`src/cbpe_pkg.sv`:
```
// Shared constants, types and codes of the cubic Bezier path evaluator.
// No dependencies; imported by every module of the block.
package cbpe_pkg;

    localparam int COORD_W     = 16;
    localparam int T_FRAC      = 16;
    localparam int T_W         = 17;
    localparam int GUARD       = 8;
    localparam int COEF_W      = COORD_W + 5;
    localparam int ACC_W       = 31;
    localparam int PROD_W      = ACC_W + T_W + 1;
    localparam int OUT_W       = 18;
    localparam int OUT_MAX     = 131071;
    localparam int OUT_MIN     = -131072;
    localparam int CFG_W       = 48;
    localparam int CFG_IDX_W   = 2;
    localparam int NUM_AXES    = 3;
    localparam int LANE_LAT    = 7;
    localparam int IN_TDATA_W  = 24;
    localparam int OUT_TDATA_W = 56;
    localparam logic [T_W-1:0] T_ONE = T_W'(1) << T_FRAC;

    typedef logic signed [COEF_W-1:0] t_coef;
    typedef logic signed [OUT_W-1:0]  t_pos;

    typedef struct packed {
        t_coef a;
        t_coef b;
        t_coef c;
        t_coef d;
    } t_axis_coef;

    typedef enum logic [CFG_IDX_W-1:0] {
        CFG_START_POS = 2'd0,
        CFG_START_VEL = 2'd1,
        CFG_END_POS   = 2'd2,
        CFG_END_VEL   = 2'd3
    } t_cfg_idx;

    typedef enum logic {
        OP_LATCH = 1'b0,
        OP_EVAL  = 1'b1
    } t_op;

endpackage

```
`src/cbpe_lane.sv`:
```
// One axis of the Horner evaluation pipeline: three multiply and round-add steps,
// then the final rounding and saturation. Depends on cbpe_pkg.
module cbpe_lane import cbpe_pkg::*; (
    input  logic           i_clk,
    input  logic           i_en,
    input  logic [T_W-1:0] i_t,
    input  t_axis_coef     i_coef,
    output t_pos           o_pos
);

    function automatic logic signed [ACC_W-1:0] coef_acc(input t_coef c);
        logic signed [ACC_W-1:0] v;
        v = ACC_W'(c);
        return v <<< GUARD;
    endfunction

    function automatic logic signed [PROD_W-1:0] mul_t(input logic signed [ACC_W-1:0] acc,
                                                       input logic [T_W-1:0] t);
        return PROD_W'(acc) * PROD_W'($signed({1'b0, t}));
    endfunction

    function automatic logic signed [ACC_W-1:0] round_t(input logic signed [PROD_W-1:0] p);
        logic signed [PROD_W-1:0] s;
        s = p + (PROD_W'(1) <<< (T_FRAC - 1));
        s = s >>> T_FRAC;
        return ACC_W'(s);
    endfunction

    function automatic t_pos round_sat(input logic signed [ACC_W-1:0] acc);
        logic signed [ACC_W-1:0] s;
        logic signed [ACC_W-1:0] hi;
        logic signed [ACC_W-1:0] lo;
        s  = acc + (ACC_W'(1) <<< (GUARD - 1));
        s  = s >>> GUARD;
        hi = ACC_W'(OUT_MAX);
        lo = ACC_W'(OUT_MIN);
        if (s > hi) begin
            return OUT_W'(hi);
        end else if (s < lo) begin
            return OUT_W'(lo);
        end
        return OUT_W'(s);
    endfunction

    logic signed [PROD_W-1:0] r_prod1, r_prod3, r_prod5;
    logic signed [ACC_W-1:0]  r_acc2, r_acc4, r_acc6;
    logic [T_W-1:0]           r_t1, r_t2, r_t3, r_t4;
    t_coef                    r_b1, r_c1, r_c2, r_c3, r_d1, r_d2, r_d3, r_d4, r_d5;
    t_pos                     r_pos;

    always_ff @(posedge i_clk) begin
        if (i_en) begin
            r_prod1 <= mul_t(coef_acc(i_coef.a), i_t);
            r_t1    <= i_t;
            r_b1    <= i_coef.b;
            r_c1    <= i_coef.c;
            r_d1    <= i_coef.d;

            r_acc2  <= round_t(r_prod1) + coef_acc(r_b1);
            r_t2    <= r_t1;
            r_c2    <= r_c1;
            r_d2    <= r_d1;

            r_prod3 <= mul_t(r_acc2, r_t2);
            r_t3    <= r_t2;
            r_c3    <= r_c2;
            r_d3    <= r_d2;

            r_acc4  <= round_t(r_prod3) + coef_acc(r_c3);
            r_t4    <= r_t3;
            r_d4    <= r_d3;

            r_prod5 <= mul_t(r_acc4, r_t4);
            r_d5    <= r_d4;

            r_acc6  <= round_t(r_prod5) + coef_acc(r_d5);

            r_pos   <= round_sat(r_acc6);
        end
    end

    assign o_pos = r_pos;

endmodule

```
`config.mk`:
```
export PLATFORM = sky130hd
export DESIGN_NAME = cbpe_lane
export DESIGN_NICKNAME = d
export VERILOG_FILES = /design/src/cbpe_pkg.sv /design/src/cbpe_lane.sv
export SDC_FILE = /design/constraint.sdc
export NUM_CORES = 2
export LEC_CHECK = 0
export BUFFER_PORTS_ARGS = -buffer_cell sky130_fd_sc_hd__buf_2
export CAP_MARGIN = 20
export CORE_MARGIN = 1
export CORE_UTILIZATION = 61
export DETAILED_ROUTE_END_ITERATION = 12
export PLACE_DENSITY = 0.76
export SKIP_LAST_GASP = 1
export SYNTH_ARGS = -nofsm -noshare
export SYNTH_HDL_FRONTEND = slang
export SYNTH_SLANG_ARGS = --single-unit
export TNS_END_PERCENT = 10
```
`constraint.sdc`:
```
create_clock -name i_clk -period 9.3 [get_ports i_clk]
set_clock_uncertainty 0.2 [all_clocks]
set_input_delay 1.86 -clock i_clk [delete_from_list [all_inputs] [get_ports i_clk]]
set_output_delay 1.86 -clock i_clk [all_outputs]
set_load 0.005 [all_outputs]
```
==> results.json <==
{
  "status": "complete, no violations",
  "relSlewSlack_pct": 26.8,
  "synth_edf_count": 457,
  "hold_violations": 0,
  "crit_chain": "buf_2 > nand2_1 > fa_1 > fa_1 > fa_1 > inv_1 > fa_1 > fa_1 > inv_1 > fa_1 > inv_1 > ha_1 > a21o_1 > a21oi_2 > nor2b_1 > o2111a_1 > o41ai_4 > o41ai_2 > a2111o_1 > a31oi_1 > xnor2_1",
  "htree_num_levels": 2,
  "synth-seq-area-share_pct": 20.5,
  "crit_arrival_ns": 8.16,
  "drt_iter0_drc": 2298,
  "cts_max_path_buffers": 3,
  "synthFlopType": "edfxtp_1",
  "rows": 121,
  "grt_pass1_wl_mm": 239,
  "fp.dieH_um": 333,
  "grt_max_degree": 165,
  "critPathKind": "primary input to register",
  "rsz0062_at_grt": "false",
  "diodes": 0,
  "wl_mm": 144,
  "yosysUniqueCellTypes": 72,
  "vias": 43600,
  "synth_fp_nets": 8443,
  "required_ns": 9.47,
  "initial_core_util_pct": 61.5,
  "ctsHoldBuffers": 0,
  "fin_setup_tns_ns": 0,
  "avgSynthCellArea_um2": 10.1,
  "gp_congestion": 0.904,
  "first_global_vias": 47800,
  "die-area_um2": 111000,
  "drv_cap": 0,
  "die_w_um": 333,
  "yosys_warnings": 0,
  "nNetsFinal": 8434,
  "cp_num_buf_inv": 4,
  "hpwl_mm": 117,
  "antenna_left": 0,
  "hold_path.class": "register to register",
  "period_share_pct": 85.9,
  "core_um2": 109000,
  "ctsResizeCount": 0,
  "fillCellCount": 8512,
  "drc_errors": 0,
  "first_pass_iters": 5,
  "vias_per_cell": 5.40,
  "critical-path-max-stage-delay_ns": 0.59,
  "clk_transition_reported_paths_ns": 0.07,
  "insertion_delay_ns": 0.62,
  "crit_top_cell": "fa_1",
  "endpoint_kind": "register",
  "critical-path-top-delay-family": "adder cells",
  "grtUsageTotal_pct": 27.0,
  "cts.root.buffer_cell": "clkbuf_16",
  "synthCells": 6621,
  "syn-cell-area_um2": 66900,
  "worst_pin_slew_ns": 1.10,
  "clock-sinks": 457,
  "cts-buffers-inserted": 50,
  "io_buffers": 120,
  "overflow": 0,
  "async_reset_ff_share_pct": 0,
  "setup-violations-final": 0,
  "timing.final.crit_period_ns": 7.99,
  "post-cts-setup-buffers": 0,
  "yosys_register_bits": 457,
  "startpoint_type": "primary input",
  "cp_max_fo": 22,
  "max_freq_mhz": 125,
  "cts_tree": "yes",
  "area_delta_synth_final_pct": 5.36,
  "utilization_pct": 64.8,
  "drive_gt1_share_pct": 4.03,
  "antenna_found_initial": 3,
  "crit_slowest_cell": "o41ai_4",
  "ios": 121,
  "wl_per_cell_um": 17.8,
  "maxSlewViolCount": 0
}
==> layout make-up <==
class / count / area [µm²] / area share [%]
Clock buffer: 55 / 1270 / 1.80
Clock inverter: 35 / 424 / 0.601
Inverter: 1680 / 6310 / 8.94
Multi-Input combinational cell: 4259 / 46100 / 65.3
Sequential cell: 457 / 13700 / 19.5
Tap cell: 1414 / 1770 / 2.51
Timing Repair Buffer: 164 / 968 / 1.37
==> per-stage QoR <==
stage | hold slack (ns) | cell area (µm²) | instances | setup WS [ns]
finish | 0.210 | 70500 | 8064 | 1.31
CTS | 0.214 | 70500 | 8062 | 1.36
floorplan | 0.200 | 66900 | 6621 | 1.32
global route | 0.220 | 70500 | 8064 | 1.01
detailed placement | 0.205 | 68800 | 7972 | 0.663
global placement | 0.200 | 68800 | 7972 | 0.749
==> cells in the mapped netlist (all sizes together) (4+ instances only) <==
| library cell | number | share of area [%] |
|---|---|---|
| and4 | 15 | 0.20 |
| nor2b | 17 | 0.16 |
| a21o | 44 | 0.50 |
| and2 | 763 | 7.1 |
| a31oi | 11 | 0.10 |
| a211oi | 22 | 0.25 |
| clkbuf | 224 | 1.3 |
| and3 | 38 | 0.36 |
| ha | 378 | 7.1 |
| a2111oi | 4 | 0.062 |
| nand4 | 27 | 0.25 |
| nor3b | 5 | 0.056 |
| a21oi | 117 | 0.89 |
| inv | 1680 | 9.4 |
| or3 | 7 | 0.065 |
| or2 | 4 | 0.037 |
| a41oi | 4 | 0.064 |
| o21a | 25 | 0.28 |
| fa | 1341 | 40 |
| nor3 | 34 | 0.25 |
| a21boi | 6 | 0.067 |
| o21ai | 94 | 0.71 |
| o21bai | 16 | 0.18 |
| nand2 | 748 | 4.2 |
| a31o | 4 | 0.052 |
| nand3 | 67 | 0.50 |
| edfxtp | 457 | 20 |
| o41ai | 4 | 0.12 |
| nand2b | 19 | 0.18 |
| nor4 | 5 | 0.056 |
| xnor2 | 197 | 2.6 |
| o311ai | 4 | 0.052 |
| o211ai | 14 | 0.16 |
| xor2 | 82 | 1.1 |
| nor2 | 108 | 0.61 |
==> cell usage in the layout (no fill, tap or decap), drive strengths merged, types with 27 or more instances in the layout <==
cell,instances
a21o,44
a21oi,117
and2,763
and3,38
buf,164
clkbuf,55
edfxtp,457
fa,1341
ha,378
inv,1685
nand2,748
nand3,67
nand4,27
nor2,108
nor3,34
o21ai,94
xnor2,197
xor2,82
==> final timing paths <==
kind	startpoint	endpoint	slack, ns	cells past startpoint
worst max-delay path	i_t[3]	r_prod1[46]	1.31	21
worst min-delay path	r_d2[14]	r_d3[14]	0.21	0
worst max register to register	r_t4[12]	r_prod5[46]	1.35	19
worst min register to register	r_d2[14]	r_d3[14]	0.21	0
==> sequential cells by signal, summed over array words and instances (netlist names), 24 cells and up <==
signal	cells
r_prod5	32
r_acc4	31
r_prod3	32
r_acc6	24
r_acc2	31
r_prod1	32
==> cells by family (layout without fill, tap and decap cells) <==
family / after synthesis / in the layout / synth area share [%]
AOI/OAI and AO/OA: 398 / 398 / 3.89
xor gates and xnor gates: 279 / 279 / 3.65
muxes: 1 / 1 / 0.0150
buffers and inverters: 1905 / 1934 / 10.7
and+or+nand+nor: 1862 / 1862 / 14.1
DFF: 457 / 457 / 20.5
adders and majority gates: 1719 / 1719 / 47.2
==> worst reg2reg max path, stage by stage, from the launching register on <==
cell and delay [ns]:
edfxtp_1 1.01, buf_4 0.34, and2_1 0.18, fa_1 0.42
fa_1 0.58, fa_1 0.45, fa_1 0.48, fa_1 0.49
inv_1 0.05, fa_1 0.52, inv_1 0.06, ha_1 0.36
a21oi_1 0.12, a21boi_0 0.69, o2bb2ai_1 0.28, a21oi_1 0.45
o41ai_4 0.16, o21ai_0 0.46, a31oi_1 0.21, xnor2_1 0.16
==> per-layer routing <==
| layer | track usage (%) | share of wire, % | up-vias |
|---|---|---|---|
| met4 | 8.56 | 3.2 | 0 |
| met2 | 48.1 | 51 | 1284 |
| li1 | - | - | 19700 |
| met5 | 0 | 0 | - |
| met1 | 34.3 | 40 | 22300 |
| met3 | 3.35 | 5.7 | 286 |
Power is left out: the tool's default activity adds up to more than one toggle a clock period on the data nets, which glitch-free logic cannot reach.
